--- src/rtl/hsvr_pkg.sv ---
// Shared types and constants for the HSV to RGB converter pipeline.
package hsvr_pkg;

    // Fixed-point format of hue, saturation and brightness
    localparam int FRAC_BITS = 16;
    localparam int IN_W      = FRAC_BITS + 1;
    localparam int PROD_W    = 2 * IN_W;
    localparam int CH_W      = 8;
    localparam int SCALE_W   = IN_W + CH_W;
    localparam int SECTOR_COUNT = 6;
    localparam int NSTAGES   = 5;

    localparam logic [IN_W-1:0] ONE = IN_W'(1) << FRAC_BITS;

    // Hue sector: which primary ramps up or down
    typedef enum logic [2:0] {
        SEC_RED_YEL  = 3'd0,
        SEC_YEL_GRN  = 3'd1,
        SEC_GRN_CYN  = 3'd2,
        SEC_CYN_BLU  = 3'd3,
        SEC_BLU_MAG  = 3'd4,
        SEC_MAG_RED  = 3'd5
    } t_sector;

    typedef struct packed {
        logic [IN_W-1:0] hue;
        logic [IN_W-1:0] saturation;
        logic [IN_W-1:0] brightness;
    } t_hsv;

    typedef struct packed {
        logic [CH_W-1:0] red;
        logic [CH_W-1:0] green;
        logic [CH_W-1:0] blue;
    } t_rgb;

    // Stage enables and valid bits shared by the datapath modules
    typedef struct packed {
        logic [NSTAGES-1:0] en;
        logic [NSTAGES-1:0] valid;
    } t_pipe_ctl;

    // Levels handed from the level stages to the channel stages
    typedef struct packed {
        t_sector         sector;
        logic [IN_W-1:0] v;
        logic [IN_W-1:0] p;
        logic [IN_W-1:0] q;
        logic [IN_W-1:0] t;
    } t_levels;

endpackage

--- src/rtl/hsvr_pipe_ctl.sv ---
// Valid bits and per-stage enables of the converter pipeline.
module hsvr_pipe_ctl (
    input  logic               i_clk,
    input  logic               i_rst_n,
    input  logic               i_in_valid,
    input  logic               i_out_ready,
    output hsvr_pkg::t_pipe_ctl o_ctl
);

    logic [hsvr_pkg::NSTAGES-1:0] r_valid;
    logic [hsvr_pkg::NSTAGES-1:0] n_valid;
    logic [hsvr_pkg::NSTAGES-1:0] en;

    // Advance a stage when it is empty or the stage after it advances
    always_comb begin
        en[hsvr_pkg::NSTAGES-1] = !r_valid[hsvr_pkg::NSTAGES-1] || i_out_ready;
        for (int k = hsvr_pkg::NSTAGES - 2; k >= 0; k--) begin
            en[k] = !r_valid[k] || en[k+1];
        end
    end

    // Shift valid bits along with the data
    always_comb begin
        n_valid = r_valid;
        if (en[0]) begin
            n_valid[0] = i_in_valid;
        end
        for (int k = 1; k < hsvr_pkg::NSTAGES; k++) begin
            if (en[k]) begin
                n_valid[k] = r_valid[k-1];
            end
        end
    end

    always_ff @(posedge i_clk) begin
        if (!i_rst_n) begin
            r_valid <= '0;
        end else begin
            r_valid <= n_valid;
        end
    end

    assign o_ctl.en    = en;
    assign o_ctl.valid = r_valid;

    // With the consumer ready, the pipeline never pushes back
    a_ready_flow: assert property (@(posedge i_clk) disable iff (!i_rst_n)
        i_out_ready |-> en[0])
        else $error("pipeline stalled with consumer ready");

    // At most one transaction enters per cycle
    a_one_entry: assert property (@(posedge i_clk) disable iff (!i_rst_n)
        1'b1 |=> ($countones(r_valid) <= $countones($past(r_valid)) + 1))
        else $error("pipeline gained more than one transaction in a cycle");

endmodule

--- src/rtl/hsvr_level.sv ---
// Stages one to three: hue sector, fraction and the p, q, t levels.
module hsvr_level (
    input  logic                i_clk,
    input  hsvr_pkg::t_pipe_ctl i_ctl,
    input  hsvr_pkg::t_hsv      i_hsv,
    output hsvr_pkg::t_levels   o_levels
);

    // Stage one registers
    hsvr_pkg::t_sector                  r1_sector;
    logic [hsvr_pkg::FRAC_BITS-1:0]     r1_f;
    logic [hsvr_pkg::IN_W-1:0]          r1_s;
    logic [hsvr_pkg::IN_W-1:0]          r1_v;
    // Stage two registers
    hsvr_pkg::t_sector                  r2_sector;
    logic [hsvr_pkg::FRAC_BITS-1:0]     r2_fs;
    logic [hsvr_pkg::IN_W-1:0]          r2_ts;
    logic [hsvr_pkg::IN_W-1:0]          r2_p;
    logic [hsvr_pkg::IN_W-1:0]          r2_v;
    // Stage three registers
    hsvr_pkg::t_levels                  r3_lv;

    logic [hsvr_pkg::IN_W+2:0]          h6;
    logic [3:0]                         sec_raw;
    logic [3:0]                         sec_mod;
    logic [hsvr_pkg::IN_W-1:0]          s_sat;
    logic [hsvr_pkg::IN_W-1:0]          v_sat;
    logic [hsvr_pkg::IN_W-1:0]          nf;
    logic [hsvr_pkg::PROD_W-1:0]        fs_prod;
    logic [hsvr_pkg::PROD_W-1:0]        ts_prod;
    logic [hsvr_pkg::PROD_W-1:0]        p_prod;
    logic [hsvr_pkg::IN_W-1:0]          qm;
    logic [hsvr_pkg::IN_W-1:0]          tm;
    logic [hsvr_pkg::PROD_W-1:0]        q_prod;
    logic [hsvr_pkg::PROD_W-1:0]        t_prod;

    // Split hue into sector and fraction, clamp saturation and brightness
    always_comb begin
        h6 = ({2'b00, i_hsv.hue, 1'b0} + {i_hsv.hue, 2'b00});
        sec_raw = h6[hsvr_pkg::IN_W+2:hsvr_pkg::FRAC_BITS];
        sec_mod = (sec_raw >= 4'(hsvr_pkg::SECTOR_COUNT))
                ? sec_raw - 4'(hsvr_pkg::SECTOR_COUNT) : sec_raw;
        s_sat = (i_hsv.saturation > hsvr_pkg::ONE) ? hsvr_pkg::ONE : i_hsv.saturation;
        v_sat = (i_hsv.brightness > hsvr_pkg::ONE) ? hsvr_pkg::ONE : i_hsv.brightness;
    end

    always_ff @(posedge i_clk) begin
        if (i_ctl.en[0]) begin
            r1_sector <= hsvr_pkg::t_sector'(sec_mod[2:0]);
            r1_f      <= h6[hsvr_pkg::FRAC_BITS-1:0];
            r1_s      <= s_sat;
            r1_v      <= v_sat;
        end
    end

    // Form f*s, (1-f)*s and p = v*(1-s)
    always_comb begin
        nf      = hsvr_pkg::ONE - {1'b0, r1_f};
        fs_prod = hsvr_pkg::PROD_W'(r1_f) * hsvr_pkg::PROD_W'(r1_s);
        ts_prod = hsvr_pkg::PROD_W'(nf) * hsvr_pkg::PROD_W'(r1_s);
        p_prod  = hsvr_pkg::PROD_W'(r1_v) * hsvr_pkg::PROD_W'(hsvr_pkg::ONE - r1_s);
    end

    always_ff @(posedge i_clk) begin
        if (i_ctl.en[1]) begin
            r2_sector <= r1_sector;
            r2_fs     <= fs_prod[hsvr_pkg::FRAC_BITS +: hsvr_pkg::FRAC_BITS];
            r2_ts     <= ts_prod[hsvr_pkg::FRAC_BITS +: hsvr_pkg::IN_W];
            r2_p      <= p_prod[hsvr_pkg::FRAC_BITS +: hsvr_pkg::IN_W];
            r2_v      <= r1_v;
        end
    end

    // Form q = v*(1-f*s) and t = v*(1-(1-f)*s)
    always_comb begin
        qm     = hsvr_pkg::ONE - {1'b0, r2_fs};
        tm     = hsvr_pkg::ONE - r2_ts;
        q_prod = hsvr_pkg::PROD_W'(r2_v) * hsvr_pkg::PROD_W'(qm);
        t_prod = hsvr_pkg::PROD_W'(r2_v) * hsvr_pkg::PROD_W'(tm);
    end

    always_ff @(posedge i_clk) begin
        if (i_ctl.en[2]) begin
            r3_lv.sector <= r2_sector;
            r3_lv.v      <= r2_v;
            r3_lv.p      <= r2_p;
            r3_lv.q      <= q_prod[hsvr_pkg::FRAC_BITS +: hsvr_pkg::IN_W];
            r3_lv.t      <= t_prod[hsvr_pkg::FRAC_BITS +: hsvr_pkg::IN_W];
        end
    end

    assign o_levels = r3_lv;

    // Helper levels never exceed the brightness
    a_levels_le_v: assert property (@(posedge i_clk)
        i_ctl.valid[2] |-> (r3_lv.p <= r3_lv.v && r3_lv.q <= r3_lv.v && r3_lv.t <= r3_lv.v))
        else $error("helper level above brightness");

    // Brightness stays clamped to one
    a_v_clamped: assert property (@(posedge i_clk)
        i_ctl.valid[2] |-> (r3_lv.v <= hsvr_pkg::ONE))
        else $error("brightness not clamped");

endmodule

--- src/rtl/hsvr_channel.sv ---
// Stages four and five: sector selection and scaling to 8-bit channels.
module hsvr_channel (
    input  logic                i_clk,
    input  hsvr_pkg::t_pipe_ctl i_ctl,
    input  hsvr_pkg::t_levels   i_levels,
    output hsvr_pkg::t_rgb      o_rgb
);

    logic [hsvr_pkg::IN_W-1:0] n_r, n_g, n_b;
    logic [hsvr_pkg::IN_W-1:0] r4_r, r4_g, r4_b;
    hsvr_pkg::t_rgb            r5_rgb;
    logic [hsvr_pkg::SCALE_W-1:0] sc_r, sc_g, sc_b;

    // Route v, p, q, t to the channels by sector
    always_comb begin
        unique case (i_levels.sector)
            hsvr_pkg::SEC_RED_YEL: begin
                n_r = i_levels.v; n_g = i_levels.t; n_b = i_levels.p;
            end
            hsvr_pkg::SEC_YEL_GRN: begin
                n_r = i_levels.q; n_g = i_levels.v; n_b = i_levels.p;
            end
            hsvr_pkg::SEC_GRN_CYN: begin
                n_r = i_levels.p; n_g = i_levels.v; n_b = i_levels.t;
            end
            hsvr_pkg::SEC_CYN_BLU: begin
                n_r = i_levels.p; n_g = i_levels.q; n_b = i_levels.v;
            end
            hsvr_pkg::SEC_BLU_MAG: begin
                n_r = i_levels.t; n_g = i_levels.p; n_b = i_levels.v;
            end
            default: begin
                n_r = i_levels.v; n_g = i_levels.p; n_b = i_levels.q;
            end
        endcase
    end

    always_ff @(posedge i_clk) begin
        if (i_ctl.en[3]) begin
            r4_r <= n_r;
            r4_g <= n_g;
            r4_b <= n_b;
        end
    end

    // Scale by 255 as (c << 8) - c and keep the integer byte
    always_comb begin
        sc_r = {r4_r, {hsvr_pkg::CH_W{1'b0}}} - hsvr_pkg::SCALE_W'(r4_r);
        sc_g = {r4_g, {hsvr_pkg::CH_W{1'b0}}} - hsvr_pkg::SCALE_W'(r4_g);
        sc_b = {r4_b, {hsvr_pkg::CH_W{1'b0}}} - hsvr_pkg::SCALE_W'(r4_b);
    end

    always_ff @(posedge i_clk) begin
        if (i_ctl.en[4]) begin
            r5_rgb.red   <= sc_r[hsvr_pkg::FRAC_BITS +: hsvr_pkg::CH_W];
            r5_rgb.green <= sc_g[hsvr_pkg::FRAC_BITS +: hsvr_pkg::CH_W];
            r5_rgb.blue  <= sc_b[hsvr_pkg::FRAC_BITS +: hsvr_pkg::CH_W];
        end
    end

    assign o_rgb = r5_rgb;

endmodule

--- src/rtl/hsv_to_rgb_converter_core.sv ---
// HSV to RGB converter: a five-stage pipeline taking one transaction per clock
// while the consumer keeps ready high. Takes hue (Q1.16, one turn = 65536),
// saturation and brightness (Q1.16, clamped to 1.0) and returns truncated 8-bit
// red, green and blue. The five register stages are hue split, first row of
// 17x17 multipliers, second row of multipliers, sector select and scale by 255.
// Each stage holds on its own when the output stalls, so bubbles are squeezed
// out and input stays ready as long as any stage is empty. The block keeps no
// state between transactions.
module hsv_to_rgb_converter_core (
    input  logic             i_clk,
    input  logic             i_rst_n,
    input  logic             i_in_valid,
    output logic             o_in_ready,
    input  hsvr_pkg::t_hsv   i_in_data,
    output logic             o_out_valid,
    input  logic             i_out_ready,
    output hsvr_pkg::t_rgb   o_out_data
);

    hsvr_pkg::t_pipe_ctl ctl;
    hsvr_pkg::t_levels   levels;

    // Pipeline control
    hsvr_pipe_ctl u_ctl (
        .i_clk       (i_clk),
        .i_rst_n     (i_rst_n),
        .i_in_valid  (i_in_valid),
        .i_out_ready (i_out_ready),
        .o_ctl       (ctl)
    );

    // Sector and helper levels
    hsvr_level u_level (
        .i_clk    (i_clk),
        .i_ctl    (ctl),
        .i_hsv    (i_in_data),
        .o_levels (levels)
    );

    // Channel select and scaling
    hsvr_channel u_channel (
        .i_clk    (i_clk),
        .i_ctl    (ctl),
        .i_levels (levels),
        .o_rgb    (o_out_data)
    );

    assign o_in_ready  = ctl.en[0];
    assign o_out_valid = ctl.valid[hsvr_pkg::NSTAGES-1];

endmodule
--- config.mk ---
export PLATFORM = sky130hd
export DESIGN_NAME = hsv_to_rgb_converter_core
export DESIGN_NICKNAME = d
export VERILOG_FILES = /design/src/rtl/hsvr_pkg.sv /design/src/rtl/hsvr_pipe_ctl.sv /design/src/rtl/hsvr_level.sv /design/src/rtl/hsvr_channel.sv /design/src/rtl/hsv_to_rgb_converter_core.sv
export SDC_FILE = /design/constraint.sdc
export NUM_CORES = 2
export LEC_CHECK = 0
export BUFFER_PORTS_ARGS = -buffer_cell sky130_fd_sc_hd__buf_2
export CAP_MARGIN = 15
export CORE_UTILIZATION = 61
export CTS_CLUSTER_DIAMETER = 120
export CTS_CLUSTER_SIZE = 10
export DETAILED_ROUTE_END_ITERATION = 12
export GPL_TIMING_DRIVEN = 0
export PLACE_DENSITY = 0.87
export SLEW_MARGIN = 30
export SYNTH_ARGS = -nofsm -noshare
export SYNTH_HDL_FRONTEND = slang
export SYNTH_SLANG_ARGS = --single-unit
--- constraint.sdc ---
create_clock -name i_clk -period 8.7 [get_ports i_clk]
set_clock_uncertainty 0.1 [all_clocks]
set_input_delay 0.435 -clock i_clk [delete_from_list [all_inputs] [get_ports i_clk]]
set_output_delay 0.435 -clock i_clk [all_outputs]
set_load 0.05 [all_outputs]
==> metrics.md <==
| Metric | Value |
|---|---|
| Worst-Margin Slew | `1120 ps` |
| Share of cells above drive strength 1 | `5.64%` |
| Core Box Area | `93300 um2` |
| Routed wire per std cell | `22.2 um` |
| Fillers | `7099` |
| Fin nets | `7890` |
| Total GRT Usage | `35.6%` |
| Root Buffer | `clkbuf_16` |
| DRT iter0 DRCs | `3593` |
| Worst-path clk slew | `60 ps` |
| Via count | `43400` |
| Multi-input gate area | `43900 um2` |
| Min-delay worst type | `in -> reg` |
| EDFF count, synth | `268` |
| Slowest-stage cell, CP | `xnor2_1` |
| Worst path max stage delay | `620 ps` |
| Bufs and invs on worst path | `9` |
| Post-synth ARST share | `0%` |
| Reg2Reg Launch Point | `u_level.r1_f[2]$_DFFE_PP_` |
| Outcome | `completed` |
| Sequential-to-total area share from yosys stat | `14.2%` |
| Critical Path Source Type | `register` |
| Area leader, netlist | `fa_1` |
| Die Y | `309 um` |
| Mapped Nets | `7742` |
| Crit path max fanout | `10` |
| Max-slew headroom | `25.1%` |
| Cell Area, Synth | `57400 um2` |
| CP dominant cell by count | `fa_1` |
| Placed Area | `59600 um2` |
| Crit. path cell count | `29` |
| Critical Path Start | `u_level.r1_f[2]$_DFFE_PP_` |
| Largest net degree at the start of global routing | `53` |
| Internal reg-to-reg setup slack | `70 ps` |
| TritonCTS Buffers | `36` |
| Post-synth top area share | `39.6%` |
| R2R cell count | `29` |
| Site Rows | `112` |
| Max-slew violations | `0` |
| Final Critical Period | `8630 ps` |
| CP top delay family | `adder cells` |
| Final wirelength | `165000 um` |
| ANT nets after route | `0` |
| Most used DFF post-synth | `edfxtp_1` |
| Max Cap Violations | `0` |
| HP Start | `i_rst_n` |
| Cells after synthesis | `6029` |
| Netlist cell types | `74` |
| Clock latency at the later pin of the worst-skew pair | `620 ps` |
| DRC viols | `0` |
| Cell area after layout | `61600 um2` |
| Critical Path End Type | `register` |
| #FFs+latches synth | `273` |
| Final setup fails | `0` |
| Io pins | `81` |
| Area Growth Syn to Fin | `7.32%` |
| Final worst path period share | `99.2%` |
| Setup CP Type | `reg -> reg` |
| Vias in the first global route | `46400` |
| Crit path setup slack, layout | `69.7 ps` |
| Hold Path Depth | `2` |
| CTS tree | `done` |
| GPL Wtd Cong | `1.01` |
| Post-Syn Area per Cell | `9.53 um2` |
| Dpl ws | `-1330 ps` |
| PortBufs | `80` |
| Post-DP HPWL | `133000 um` |
| Peak Freq | `0.116 GHz` |
| CP Data Required Time | `8860 ps` |
| Register Area | `8150 um2` |
| Initial Util | `61.5%` |
| Vias per cell | `5.83` |
| Bufs on Longest Clock Path | `3` |
| Drt first pass iters | `6` |
| Die X | `309 um` |
| Worst endpoint data arrival time | `8790 ps` |
| Die area | `95400 um2` |
| Commonest cells after routing, fill and taps aside | `inv_1 (1370), fa_1 (1134), nand2_1 (875)` |
| Most common cell after layout, fill and taps aside | `inv_1` |
| Clock Sinks | `273` |
| Synth area leaders | `fa_1 (40%), edfxtp_1 (14%), ha_1 (11%)` |
| First-pass GRT wire length | `256000 um` |
| Yosys warning total | `0` |
| Final Hold Fails | `0` |
| Initial antenna violation count | `6` |
| GRT overflow | `0` |
| Htree depth | `2` |
[through the flow]
step	utilization [%]	std cells	hold WS (ps)	TNS (ps)
5_1_grt	66.0	7446	22.8	-856
4_1_cts	65.4	7428	4.53	0
3_5_place_dp	63.8	7366	305	-25970
6_report	66.0	7452	26.2	0
2_1_floorplan	-	6029	300	0
3_3_place_gp	63.7	7363	303	-20540
[state kept, by name, summed over array words and instances, names as in the netlist]
register	flops
u_channel.r4_g	17
u_channel.o_rgb	24
u_level.r1_f	15
u_channel.r4_b	17
u_level.r1_v	17
u_level.r2_p	17
u_level.o_levels	71
u_level.r2_v	17
u_level.r2_sector	3
u_level.r2_fs	16
u_level.r1_s	17
u_level.r1_sector	3
u_level.r2_ts	17
u_channel.r4_r	17
u_ctl.r_valid	5
[cell type report]
class | instances | share of cell area, %
timing repair buffer | 116 | 1.18
clock inverter | 10 | 0.191
tap | 1254 | 2.55
inverter | 1374 | 8.38
buffer | 265 | 1.79
antenna | 6 | 0.0244
multi-input combinational | 4111 | 71.2
sequential | 273 | 13.2
clock buffer | 43 | 1.50
[metal layers]
layer	vias to the layer above	track usage (%)	share of wire (%)
met1	21600	42.7	35
li1	18500	-	-
met2	2526	57.7	46
met3	799	7.57	10
met4	4	24.5	8.4
met5	-	0	0.018
[synthesized netlist by cell type (23+ instances only)]
cell type and n:
a21oi_1 116, mux2i_1 38, nand2_1 881, a211oi_1 51, fa_1 1136, xor2_1 46
o21ai_0 46, nor2b_1 69, and3_1 35, ha_1 522, clkbuf_1 254, nand3_1 23
nor4_1 26, and2_1 533, o22ai_1 32, xnor2_1 144, a21o_1 35, edfxtp_1 268
mux2_2 50, nor3_1 31, nor2_1 120, inv_1 1373, o21a_1 28
[final timing paths]
path	endpoint
hold reg to reg	u_level.o_levels[46]$_DFFE_PP_
hold / removal	u_ctl.r_valid[2]$_SDFFE_PN0P_
setup / recovery	u_level.r2_ts[2]$_DFFE_PP_
setup reg to reg	u_level.r2_ts[2]$_DFFE_PP_
[cell families after synthesis]
logic type | synth area share [%]
simple gates | 15.1
compound gates | 4.47
buf+inv | 10.8
xor+xnor | 2.93
flops | 14.2
mux | 1.64
fa+ha+maj | 51.0
[repair_timing]
item | 4_1_cts | 5_1_grt
gates resized for setup | 72 | 111
hold endpoints to repair | 1 | 0
buffers inserted | 10 | 22
setup endpoints to repair | 47 | 41
hold buffers | 1 | 0
pin swaps | 4 | 18
Power is left out: the tool's default activity adds up to more than one toggle a clock period on the data nets, which glitch-free logic cannot reach.
